<file path="config.mk">
export PLATFORM = sky130hd
export DESIGN_NAME = imu_serial_frame_parser_top
export DESIGN_NICKNAME = d
export VERILOG_FILES = /design/src/hdl/isfp_pkg.sv /design/src/hdl/isfp_parser.sv /design/src/hdl/imu_serial_frame_parser_top.sv
export SDC_FILE = /design/constraint.sdc
export NUM_CORES = 1
export LEC_CHECK = 0
export ABC_AREA = 1
export BUFFER_PORTS_ARGS = -buffer_cell sky130_fd_sc_hd__buf_2
export CAP_MARGIN = 20
export CORE_ASPECT_RATIO = 1.4
export CORE_MARGIN = 3
export CORE_UTILIZATION = 30
export DETAILED_ROUTE_END_ITERATION = 10
export GPL_TIMING_DRIVEN = 0
export PLACE_DENSITY = 0.5
export REMOVE_ABC_BUFFERS = 1
export SLEW_MARGIN = 20
export SYNTH_ARGS = -nofsm -noshare
export SYNTH_HDL_FRONTEND = slang
export SYNTH_SLANG_ARGS = --single-unit
</file>
<file path="constraint.sdc">
create_clock -name aclk -period 9.5 [get_ports aclk]
set_input_delay 0.475 -clock aclk [delete_from_list [all_inputs] [get_ports aclk]]
set_output_delay 0.475 -clock aclk [all_outputs]
set_load 0.02 [all_outputs]
</file>
<file path="src/hdl/isfp_pkg.sv">
`timescale 1ns / 1ps
// ----------------------------------------------------------------------------
// IMU serial frame parser package
// Shared types and constants for the byte-serial sensor frame parser.
// ----------------------------------------------------------------------------
package isfp_pkg;

    localparam int          PAYLOAD_LEN   = 8;
    localparam int          COUNT_W       = $clog2(PAYLOAD_LEN + 1);
    localparam int          INDEX_W       = $clog2(PAYLOAD_LEN);

    localparam logic [7:0]  HEADER_RESET  = 8'h55;
    localparam logic [7:0]  TYPE_FIRST    = 8'h50;
    localparam logic [7:0]  TYPE_LAST     = 8'h58;

    localparam logic [3:0]  KIND_TIME     = 4'd0;
    localparam logic [3:0]  KIND_PORT     = 4'd5;
    localparam logic [3:0]  KIND_HEIGHT   = 4'd6;
    localparam logic [3:0]  KIND_LATLON   = 4'd7;
    localparam logic [3:0]  KIND_SPEED    = 4'd8;

    localparam logic [11:0] YEAR_BASE     = 12'd2000;

    typedef enum logic [1:0] {
        MODE_IDLE = 2'd0,
        MODE_TYPE = 2'd1,
        MODE_DATA = 2'd2
    } mode_t;

    typedef struct packed {
        logic        [3:0]  frame_kind;
        logic signed [15:0] word0;
        logic signed [15:0] word1;
        logic signed [15:0] word2;
        logic signed [15:0] word3;
        logic signed [31:0] long_low;
        logic signed [31:0] long_high;
        logic        [11:0] year;
    } result_t;

endpackage

</file>
<file path="src/hdl/isfp_parser.sv">
`timescale 1ns / 1ps
// ----------------------------------------------------------------------------
// IMU serial frame parser state machine
// Tracks the frame position, keeps the checksum and payload bytes, and builds
// the decoded result on the checksum byte.
// ----------------------------------------------------------------------------
module isfp_parser (
    input  logic                   aclk,
    input  logic                   aresetn,
    input  logic                   byte_accept,
    input  logic [7:0]             rx_byte,
    input  logic [7:0]             header_byte,
    output logic                   at_checksum,
    output logic                   result_valid,
    output isfp_pkg::result_t      result
);

    isfp_pkg::mode_t                  mode_reg, mode_next;
    logic [3:0]                       kind_reg, kind_next;
    logic [isfp_pkg::COUNT_W-1:0]     count_reg, count_next;
    logic [7:0]                       sum_reg, sum_next;
    logic [7:0]                       payload_reg [isfp_pkg::PAYLOAD_LEN];
    logic                             payload_we;
    logic                             type_ok;
    logic                             last_pos;
    logic                             wide;

    assign type_ok  = (rx_byte >= isfp_pkg::TYPE_FIRST) && (rx_byte <= isfp_pkg::TYPE_LAST);
    assign last_pos = (count_reg == isfp_pkg::COUNT_W'(isfp_pkg::PAYLOAD_LEN));
    assign at_checksum = (mode_reg == isfp_pkg::MODE_DATA) && last_pos;

    // Next state.
    always_comb begin
        mode_next = mode_reg;
        if (byte_accept) begin
            case (mode_reg)
                isfp_pkg::MODE_IDLE: begin
                    mode_next = (rx_byte == header_byte) ? isfp_pkg::MODE_TYPE
                                                         : isfp_pkg::MODE_IDLE;
                end
                isfp_pkg::MODE_TYPE: begin
                    mode_next = type_ok ? isfp_pkg::MODE_DATA : isfp_pkg::MODE_IDLE;
                end
                isfp_pkg::MODE_DATA: begin
                    mode_next = last_pos ? isfp_pkg::MODE_IDLE : isfp_pkg::MODE_DATA;
                end
                default: begin
                    // The unused code behaves exactly as idle.
                    mode_next = (rx_byte == header_byte) ? isfp_pkg::MODE_TYPE
                                                         : isfp_pkg::MODE_IDLE;
                end
            endcase
        end
    end

    // Datapath updates for each state.
    always_comb begin
        kind_next    = kind_reg;
        count_next   = count_reg;
        sum_next     = sum_reg;
        payload_we   = 1'b0;
        result_valid = 1'b0;
        if (byte_accept) begin
            case (mode_reg)
                isfp_pkg::MODE_TYPE: begin
                    if (type_ok) begin
                        kind_next  = rx_byte[3:0];
                        sum_next   = sum_reg + rx_byte;
                        count_next = '0;
                    end
                end
                isfp_pkg::MODE_DATA: begin
                    if (!last_pos) begin
                        payload_we = 1'b1;
                        sum_next   = sum_reg + rx_byte;
                        count_next = count_reg + 1'b1;
                    end else begin
                        result_valid = (sum_reg == rx_byte)
                                    && (kind_reg != isfp_pkg::KIND_PORT)
                                    && (kind_reg != isfp_pkg::KIND_HEIGHT);
                        count_next   = '0;
                        sum_next     = header_byte;
                    end
                end
                default: begin
                    // Idle, and the unused code, which behaves as idle.
                    if (rx_byte == header_byte) begin
                        sum_next = header_byte;
                    end
                end
            endcase
        end
    end

    always_ff @(posedge aclk) begin
        if (!aresetn) begin
            mode_reg  <= isfp_pkg::MODE_IDLE;
            kind_reg  <= '0;
            count_reg <= '0;
            sum_reg   <= isfp_pkg::HEADER_RESET;
        end else begin
            mode_reg  <= mode_next;
            kind_reg  <= kind_next;
            count_reg <= count_next;
            sum_reg   <= sum_next;
        end
    end

    always_ff @(posedge aclk) begin
        if (payload_we) begin
            payload_reg[count_reg[isfp_pkg::INDEX_W-1:0]] <= rx_byte;
        end
    end

    assign wide = (kind_reg == isfp_pkg::KIND_LATLON) || (kind_reg == isfp_pkg::KIND_SPEED);

    always_comb begin
        result.frame_kind = kind_reg;
        result.word0      = {payload_reg[1], payload_reg[0]};
        result.word1      = {payload_reg[3], payload_reg[2]};
        result.word2      = {payload_reg[5], payload_reg[4]};
        result.word3      = {payload_reg[7], payload_reg[6]};
        result.long_low   = wide ? {payload_reg[3], payload_reg[2],
                                    payload_reg[1], payload_reg[0]} : 32'sd0;
        result.long_high  = wide ? {payload_reg[7], payload_reg[6],
                                    payload_reg[5], payload_reg[4]} : 32'sd0;
        result.year       = (kind_reg == isfp_pkg::KIND_TIME)
                          ? (12'(payload_reg[0]) + isfp_pkg::YEAR_BASE) : 12'd0;
    end

endmodule

</file>
<file path="src/hdl/imu_serial_frame_parser_top.sv">
`timescale 1ns / 1ps
// ----------------------------------------------------------------------------
// IMU serial frame parser, top level
// Parses the byte stream of an inertial sensor serial link into decoded frames.
// ----------------------------------------------------------------------------
//
//  Channel   Direction  Handshake            Payload
//  -------   ---------  -------------------  ---------------------------------
//  s_        in         s_valid / s_ready    s_rx_byte
//  m_        out        m_valid / m_ready    m_frame_kind, m_word0..m_word3,
//                                            m_long_low, m_long_high, m_year
//  cfg_      in         cfg_we (no wait)     cfg_wdata (header byte)
//
// One byte is taken per cycle while s_ready is high; the parser state and, for a
// finished frame, the output register load at the end of the transfer cycle.
// Reset is synchronous and active low; it clears the parser state, the output
// valid flag and sets the header byte back to 0x55.
// A pending result does not stall the byte stream: s_ready only drops when the
// next byte is a checksum byte and the previous result has not been taken yet.
// Since a frame is eleven bytes long, this only happens after a long stall.
//
module imu_serial_frame_parser_top (
    input  logic               aclk,
    input  logic               aresetn,

    input  logic               cfg_we,
    input  logic [7:0]         cfg_wdata,

    input  logic               s_valid,
    output logic               s_ready,
    input  logic [7:0]         s_rx_byte,

    output logic               m_valid,
    input  logic               m_ready,
    output logic [3:0]         m_frame_kind,
    output logic signed [15:0] m_word0,
    output logic signed [15:0] m_word1,
    output logic signed [15:0] m_word2,
    output logic signed [15:0] m_word3,
    output logic signed [31:0] m_long_low,
    output logic signed [31:0] m_long_high,
    output logic [11:0]        m_year
);

    logic [7:0]         header_reg;
    logic               m_valid_reg, m_valid_next;
    isfp_pkg::result_t  result_reg;
    isfp_pkg::result_t  result;
    logic               result_valid;
    logic               at_checksum;
    logic               byte_accept;

    // The user must write the header byte register only while the block is idle; the block itself does not enforce it.
    always_ff @(posedge aclk) begin
        if (!aresetn) begin
            header_reg <= isfp_pkg::HEADER_RESET;
        end else if (cfg_we) begin
            header_reg <= cfg_wdata;
        end
    end

    // Hold off only the checksum byte while the output register is still full.
    assign s_ready     = !(at_checksum && m_valid_reg && !m_ready);
    assign byte_accept = s_valid && s_ready;

    isfp_parser u_parser (
        .aclk         (aclk),
        .aresetn      (aresetn),
        .byte_accept  (byte_accept),
        .rx_byte      (s_rx_byte),
        .header_byte  (header_reg),
        .at_checksum  (at_checksum),
        .result_valid (result_valid),
        .result       (result)
    );

    // Output register. A new result can only arrive when the register is empty
    // or being drained, which the s_ready term above guarantees.
    always_comb begin
        m_valid_next = m_valid_reg;
        if (result_valid) begin
            m_valid_next = 1'b1;
        end else if (m_ready) begin
            m_valid_next = 1'b0;
        end
    end

    always_ff @(posedge aclk) begin
        if (!aresetn) begin
            m_valid_reg <= 1'b0;
        end else begin
            m_valid_reg <= m_valid_next;
        end
    end

    always_ff @(posedge aclk) begin
        if (result_valid) begin
            result_reg <= result;
        end
    end

    assign m_valid      = m_valid_reg;
    assign m_frame_kind = result_reg.frame_kind;
    assign m_word0      = result_reg.word0;
    assign m_word1      = result_reg.word1;
    assign m_word2      = result_reg.word2;
    assign m_word3      = result_reg.word3;
    assign m_long_low   = result_reg.long_low;
    assign m_long_high  = result_reg.long_high;
    assign m_year       = result_reg.year;

endmodule

</file>
==> results.py, run 1 <==
metrics = {
    "outcome": {
        "status": "complete, no violations",
    },
    "clocking": {
        "cts_tree": "done",
        "numCtsBuffers": 23,
        "clk_pin_slew_ns": 0.07,
        "cts.sinks": 234,
        "clk_path_buf_depth": 3,
        "cts_setup_buffers": 0,
        "holdBufCountCts": 0,
        "clock_latency_ns": 0.50,
        "cts-root-buf": "clkbuf_16",
        "htreeDepth": 1,
        "cts_resized": 0,
    },
    "power": {
        "swShare_pct": 19.33,
        "power.total_mw": 2.111,
        "clkPwrFrac_pct": 45.2,
        "cellLeakagePower_nw": 4.130,
        "sequentialPowerShare_pct": 52.6,
        "peakVddDrop_uv": 88.97,
        "pwr-share-comb_pct": 2.2,
        "p_per_area_nw_per_um2": 193.5,
        "intPower_mw": 1.703,
        "p_sw_mw": 0.4079,
    },
    "hold_path": {
        "hp-class": "in2reg",
        "hp-start": "cfg_wdata[6]",
        "min_to": "header_reg[6]",
        "min_path_cells": 3,
    },
    "setup_path": {
        "reg2reg_slack_ns": 6.94,
        "r2r-start": "u_parser.count_reg[1]",
        "start_kind": "flop",
        "crit_top_cell": "nor2_1",
        "path_cells": "inv_1 -> ha_1 -> nand4_2 -> inv_2 -> nand2_4 -> nand2_8 -> nor2_1 -> nand2_1 -> nor2_1",
        "worstPathArrival_ns": 2.68,
        "r2r-end": "u_parser.payload_reg[6][6]",
        "crit_buf_inv": 2,
        "critPathSlowestCell": "nor2_1",
        "rr_worst_depth": 9,
        "slowest_delay_ns": 0.72,
        "path_class": "reg2reg",
        "path_delay_family": "simple AND/OR/NAND/NOR gates",
        "worstPathRequired_ns": 9.62,
        "critPathCaptureType": "flop",
        "path_max_fanout": 8,
    },
    "synthesis": {
        "syn_inst": 650,
        "synth-seq-cells": 234,
        "postSynthAreaPerCell_um2": 13.46,
        "synth_top_cell_area_share_pct": 71.04,
        "synthTopCellsByArea": "edfxtp_1, dfxtp_1, nor2_1, inv_1, nand2_1",
        "ys.warnings.count": 0,
        "synth_area_leader_cell": "edfxtp_1",
        "yosysUniqueCellTypes": 41,
        "syn_area_um2": 8750,
        "seq_area_frac_synth_pct": 77.22,
    },
    "cells_and_area": {
        "area_growth_pct": 24.67,
        "nNetsFinal": 868,
        "largest_reg_flops": 64,
        "antennaDiodeCount": 0,
        "drive_above_1_share_pct": 27.24,
        "fin_area_um2": 10910,
    },
    "global_route": {
        "antenna_found_initial": 0,
        "grt_pass1_wl_um": 29970,
        "grt_usage_pct": 12.54,
        "grt_pass1_vias": 5130,
        "grt_max_degree": 81,
        "gr-total-overflow": 0,
    },
    "floorplan": {
        "die-area_um2": 31280,
        "row_count": 73,
        "die_width_um": 150.3,
        "start_util_pct": 30.61,
        "coreArea_um2": 28590,
        "boundaryPins": 167,
        "die_h_um": 208.1,
    },
    "timing": {
        "slew_viol_final": 0,
        "final.setup.worst_slack_ns": 6.941,
        "slew_headroom_pct": 39.17,
        "fin_crit_sh_pct": 26.94,
        "setup_violations": 0,
        "timing.setup.tns_ns": 0,
        "tightest_slew_ns": 0.9091,
        "rsz0062_at_grt": "false",
        "fin_skew_ns": 0.009362,
        "period_needed_ns": 2.559,
        "clock.fmax_ghz": 0.3908,
        "final_hold_viol_count": 0,
    },
    "drt": {
        "dr.pass1.iters": 4,
        "wl_per_cell_um": 16.21,
        "ant_nets": 0,
        "routed_wl_um": 19820,
        "drc_errors": 0,
        "vias": 5151,
        "dr.first_iter.drc_count": 336,
        "vias_per_cell": 4.212,
    },
    "placement": {
        "dp_slack_ns": 6.400,
        "postPlaceCellArea_um2": 10110,
        "portBuffers": 166,
        "place_congestion": 0.7753,
        "hpwl_um": 13280,
    },
    "job": {
        "cap_viol_max_count": 0,
    },
}
==> worst max-delay path by stage <==
stage	end	slack [ns]	depth (start not counted)	startpoint
floorplan	m_frame_kind[0]	4.92	6	s_rx_byte[3]
global placement	m_long_low[8]	3.08	7	s_rx_byte[3]
detailed placement	m_long_low[8]	6.40	8	s_rx_byte[3]
CTS	u_parser.payload_reg[2][5]	6.90	9	u_parser.count_reg[1]
global route	u_parser.payload_reg[2][5]	6.73	9	u_parser.count_reg[0]
finish	u_parser.payload_reg[6][6]	6.94	9	u_parser.count_reg[1]
==> synth_stat cells, drive strengths merged <==
cell type and n:
a21boi 1, a21o 1, a21oi 24, a31oi 2
buf 9, clkbuf 3, clkinv 1, dfxtp 27
edfxtp 207, fa 1, ha 13, inv 105
nand2 85, nand3 23, nand3b 3, nand4 3
nor2 109, nor3 3, nor3b 2, nor4 1
o21ai 19, o21bai 1, o22ai 2, or2 1
xnor2 3, xor2 1
==> logic make-up after synthesis <==
kind of cell / Yosys count / synth area share (%)
flops: 234 / 77.22
simple gates: 230 / 11.63
buf+inv: 118 / 5.377
compound gates: 50 / 3.289
fa+ha+maj: 14 / 2.088
xor+xnor: 4 / 0.4005
==> per-stage QoR <==
stage	utilization [%]	hold slack (ns)	std cells
2_1_floorplan	-	0.4264	638
3_3_place_gp	34.92	0.4277	1179
3_5_place_dp	35.36	0.4326	1183
4_1_cts	38.15	0.1749	1223
5_1_grt	38.15	0.1980	1223
6_report	38.15	0.1999	1223
==> placed cells by master, fill, tap and decap left out, types with 2 or more instances in the layout <==
master and instances:
o21ai_0 18, nor3b_1 2, a21oi_1 22, nor2_1 105, inv_2 3, edfxtp_1 207, bufinv_16 5, o22ai_1 2
nand3_1 20, ha_1 13, nor2_2 2, clkinv_2 4, inv_1 100, nand2_1 80, nor3_1 3, clkinv_1 2
nand4_1 2, a21oi_2 2, buf_2 166, clkinvlp_4 5, nor2_4 2, xnor2_1 3, clkbuf_16 23, buf_16 4
nand2_4 3, dfxtp_1 27, nand3_2 2, nand3b_1 3
==> per-layer routing <==
| metal | share of wire [%] | wire length, µm | GRT usage (%) |
|---|---|---|---|
| met4 | 3.1 | 607 | 4.326 |
| met2 | 55 | 10920 | 23.71 |
| met1 | 38 | 7446 | 14.21 |
| met5 | 0 | 0 | 0 |
| met3 | 4.3 | 845 | 1.634 |
==> power groups by stage <==
| stage | clock network (mW) | logic (mW) | registers (mW) |
|---|---|---|---|
| 6_report | 0.955 | 0.0454 | 1.11 |
| 5_1_grt | 1.03 | 0.0519 | 1.11 |
| 4_1_cts | 0.985 | 0.0471 | 1.11 |
| 3_5_place_dp | 0 | 0.0470 | 1.13 |
| 3_3_place_gp | 0 | 0.0468 | 1.13 |
| 2_1_floorplan | 0 | 0.0229 | 1.13 |
==> area by class of cell <==
| class | instances | area (µm²) |
|---|---|---|
| flip-flops and latches | 234 | 6756 |
| repair buffers | 170 | 940.9 |
| multi-input cells | 298 | 1531 |
| inverters | 106 | 410.4 |
| clock inverters | 16 | 220.2 |
| clock buffers | 24 | 579.3 |
| well taps | 375 | 469.2 |
| fillers | 2751 | 17680 |
==> worst reg2reg max path: stages (launching register included) <==
cell and delay [ns]:
dfxtp_1 0.40, inv_1 0.10, ha_1 0.21, nand4_2 0.12, inv_2 0.07, nand2_4 0.08
nand2_8 0.08, nor2_1 0.23, nand2_1 0.16, nor2_1 0.72
No activity file was read; power rests on OpenSTA's default activity.
==> run 2, diff against run 1 <==
- ABC_AREA: 1 -> 0
- clock period: 9.5 -> 2.5 ns (I/O delays scaled with it)
==> results.py, run 2 <==
metrics = {
    "setup_path": {
        "path_cells": "inv_4 -> ha_4 -> and4b_1 -> a21bo_4 -> a2111oi_4 -> buf_4 -> buf_6 -> buf_6 -> buf_6 -> buf_12 -> clkbuf_16",
        "worstPathArrival_ns": 2.64,
        "worstPathRequired_ns": 2.73,
        "reg2reg_slack_ns": 0.09,
        "path_delay_family": "buffers and inverters",
        "r2r-end": "m_long_high[28]",
        "setup.worst_path.end": "m_long_high[28]",
        "critPathLaunch": "u_parser.count_reg[0]",
        "critPathSlowestCell": "dfxtp_4",
        "path_max_fanout": 5,
        "critPathCaptureType": "flop",
        "path_class": "reg2reg",
        "start_kind": "flop",
        "rr_worst_depth": 11,
        "slowest_delay_ns": 0.37,
        "crit_buf_inv": 7,
        "cp_num_cells": 11,
        "r2r-start": "u_parser.count_reg[0]",
        "crit_top_cell": "buf_6",
    },
    "synthesis": {
        "synth_area_leader_cell": "edfxtp_1",
        "yosysMostFrequentCell": "edfxtp_1",
        "synth_enable_flop_cells": 207,
        "syn_inst": 512,
        "ys.warnings.count": 0,
        "synth-seq-cells": 234,
        "ys.flop_type": "edfxtp_1",
        "seq_area_frac_synth_pct": 79.17,
        "synth_top_cell_area_share_pct": 72.83,
        "synthTopCellsByArea": "edfxtp_1, dfxtp_1, and2_1, ha_1, mux2i_1",
        "ys_top_cells_by_count": "edfxtp_1, and2_1, dfxtp_1",
        "postSynthAreaPerCell_um2": 16.67,
        "async_flop_share_pct": 0,
        "syn_area_um2": 8534,
        "yosysUniqueCellTypes": 50,
    },
    "cells_and_area": {
        "nNetsFinal": 775,
        "most-common-layout-cells": "edfxtp_1, buf_2, and2_1, clkbuf_16, nor2_1",
        "area_growth_pct": 31.56,
        "drive_above_1_share_pct": 34.96,
        "largest_reg_flops": 64,
        "final_common_cell": "edfxtp_1",
        "antennaDiodeCount": 0,
    },
    "global_route": {
        "antenna_found_initial": 0,
        "grt_pass1_wl_um": 30180,
        "grt_pass1_vias": 5170,
        "grt_usage_pct": 12.79,
        "gr-total-overflow": 0,
        "grt_max_degree": 65,
    },
    "clocking": {
        "htreeDepth": 1,
        "clk_pin_slew_ns": 0.06,
        "cts_tree": "done",
        "clock_latency_ns": 0.51,
        "cts-root-buf": "clkbuf_16",
        "cts.sinks": 234,
        "clk_path_buf_depth": 3,
        "numCtsBuffers": 24,
    },
    "timing": {
        "final.setup.worst_slack_ns": 0.09126,
        "period_needed_ns": 2.409,
        "fin_crit_sh_pct": 96.35,
        "slew_viol_final": 0,
        "setup_violations": 0,
        "clock.fmax_ghz": 0.4152,
        "final_hold_viol_count": 0,
        "tightest_slew_ns": 0.9852,
        "rsz0062_at_grt": "false",
        "fin_skew_ns": 0.008925,
        "slew_headroom_pct": 33.72,
    },
    "floorplan": {
        "row_count": 72,
        "die-area_um2": 30540,
        "die_width_um": 148.6,
        "start_util_pct": 30.66,
        "boundaryPins": 167,
        "coreArea_um2": 27840,
        "die_h_um": 205.6,
    },
    "drt": {
        "dr.first_iter.drc_count": 285,
        "vias_per_cell": 4.483,
        "dr.pass1.iters": 5,
        "highest_layer": "met4",
        "ant_nets": 0,
        "vias": 5057,
        "wl_met3_um": 1016,
        "drc_errors": 0,
        "drt-met1-wl_um": 7783,
        "wl_per_cell_um": 18.03,
        "wl_met2_um": 10690,
        "routed_wl_um": 20340,
    },
    "power": {
        "power.total_mw": 7.703,
        "cellLeakagePower_nw": 4.389,
        "p_per_area_nw_per_um2": 686.0,
        "peakVddDrop_uv": 334.0,
    },
    "placement": {
        "hpwl_um": 13400,
        "dp_slack_ns": -2.351,
        "place_congestion": 0.8262,
        "portBuffers": 166,
    },
    "hold_path": {
        "hp-class": "in2reg",
    },
    "outcome": {
        "status": "complete, no violations",
    },
    "job": {
        "cap_viol_max_count": 0,
    },
}
==> run 2: cell count changes in the layout (fill, tap and decap cells not counted), moves of 16 or more <==
cell / change
and2_1: +71
buf_4: +19
dlygate4sd3_1: +16
inv_1: -97
nand2_1: -57
nand3_1: -17
nor2_1: -80
==> run 2: metal layers <==
layer	track usage, %	up-vias
li1	-	2376
met1	14.46	2468
met2	23.31	161
met3	2.225	52
met4	5.943	0
met5	0	-
==> run 2: power breakdown <==
group	total [mW]	switching (mW)	leakage, nW	internal, mW
clock network	3.30	1.46	0.356	1.84
logic	0.182	0.104	1.77	0.0777
registers	4.22	0.0100	2.26	4.21
==> run 2: cells by family (layout without fill, tap and decap cells) <==
kind of cell    count (synthesis)  in the layout  share of synthesized area (%)
compound gates                 51             51                          4.164
simple gates                  168            168                          10.97
buf+inv                        22            268                          1.041
mux                            11             11                          1.290
xor+xnor                       12             12                          1.232
fa+ha+maj                      14             14                          2.141
flops                         234            234                          79.17
==> run 2: stage by stage <==
step	instances	hold slack, ns	instance area, µm²	setup TNS (ns)	utilization, %
3_5_place_dp	1056	0.3441	9920	-150.97	35.63
5_1_grt	1128	0.03110	11230	0	40.34
2_1_floorplan	496	0.1869	8468	-3207.96	-
6_report	1128	0.04375	11230	0	40.34
3_3_place_gp	1032	0.3390	9762	-4385.30	35.07
4_1_cts	1123	0.02258	11120	-2.129	39.95
==> run 2: worst reg2reg max path, cell delays in order, from the launching register on <==
cell and delay, ns:
dfxtp_4 0.37, inv_4 0.05, ha_4 0.16, and4b_1 0.21, a21bo_4 0.22, a2111oi_4 0.34
buf_4 0.20, buf_6 0.10, buf_6 0.09, buf_6 0.12, buf_12 0.15, clkbuf_16 0.15
==> run 2: repair_timing <==
item / 4_1_cts / 5_1_grt
resized for setup: 55 / 12
hold buffers: 16 / 0
pin swaps: 4 / 5
setup endpoints to repair: 151 / 69
buffers inserted: 12 / 7
cloned: 2 / 1
endpoints found under the hold margin: 14 / 0
==> run 2: how the worst min path moves through the flow <==
| stage | slack, ns | from | depth (start not counted) | to |
|---|---|---|---|---|
| 2_1_floorplan | 0.19 | aresetn | 1 | header_reg[0] |
| 3_3_place_gp | 0.34 | cfg_wdata[0] | 3 | header_reg[0] |
| 3_5_place_dp | 0.34 | cfg_wdata[6] | 3 | header_reg[6] |
| 4_1_cts | 0.02 | s_rx_byte[7] | 1 | u_parser.payload_reg[1][7] |
| 5_1_grt | 0.03 | s_rx_byte[7] | 1 | u_parser.payload_reg[1][7] |
| 6_report | 0.04 | s_rx_byte[7] | 1 | u_parser.payload_reg[1][7] |
==> run 2: area by class of cell <==
cell class,instances,area [µm²]
inverters,6,25.02
fillers,2578,16610
flip-flops and latches,234,6771
well taps,370,462.9
repair buffers,218,1398
clock buffers,29,640.6
multi-input cells,256,1844
clock inverters,15,86.33
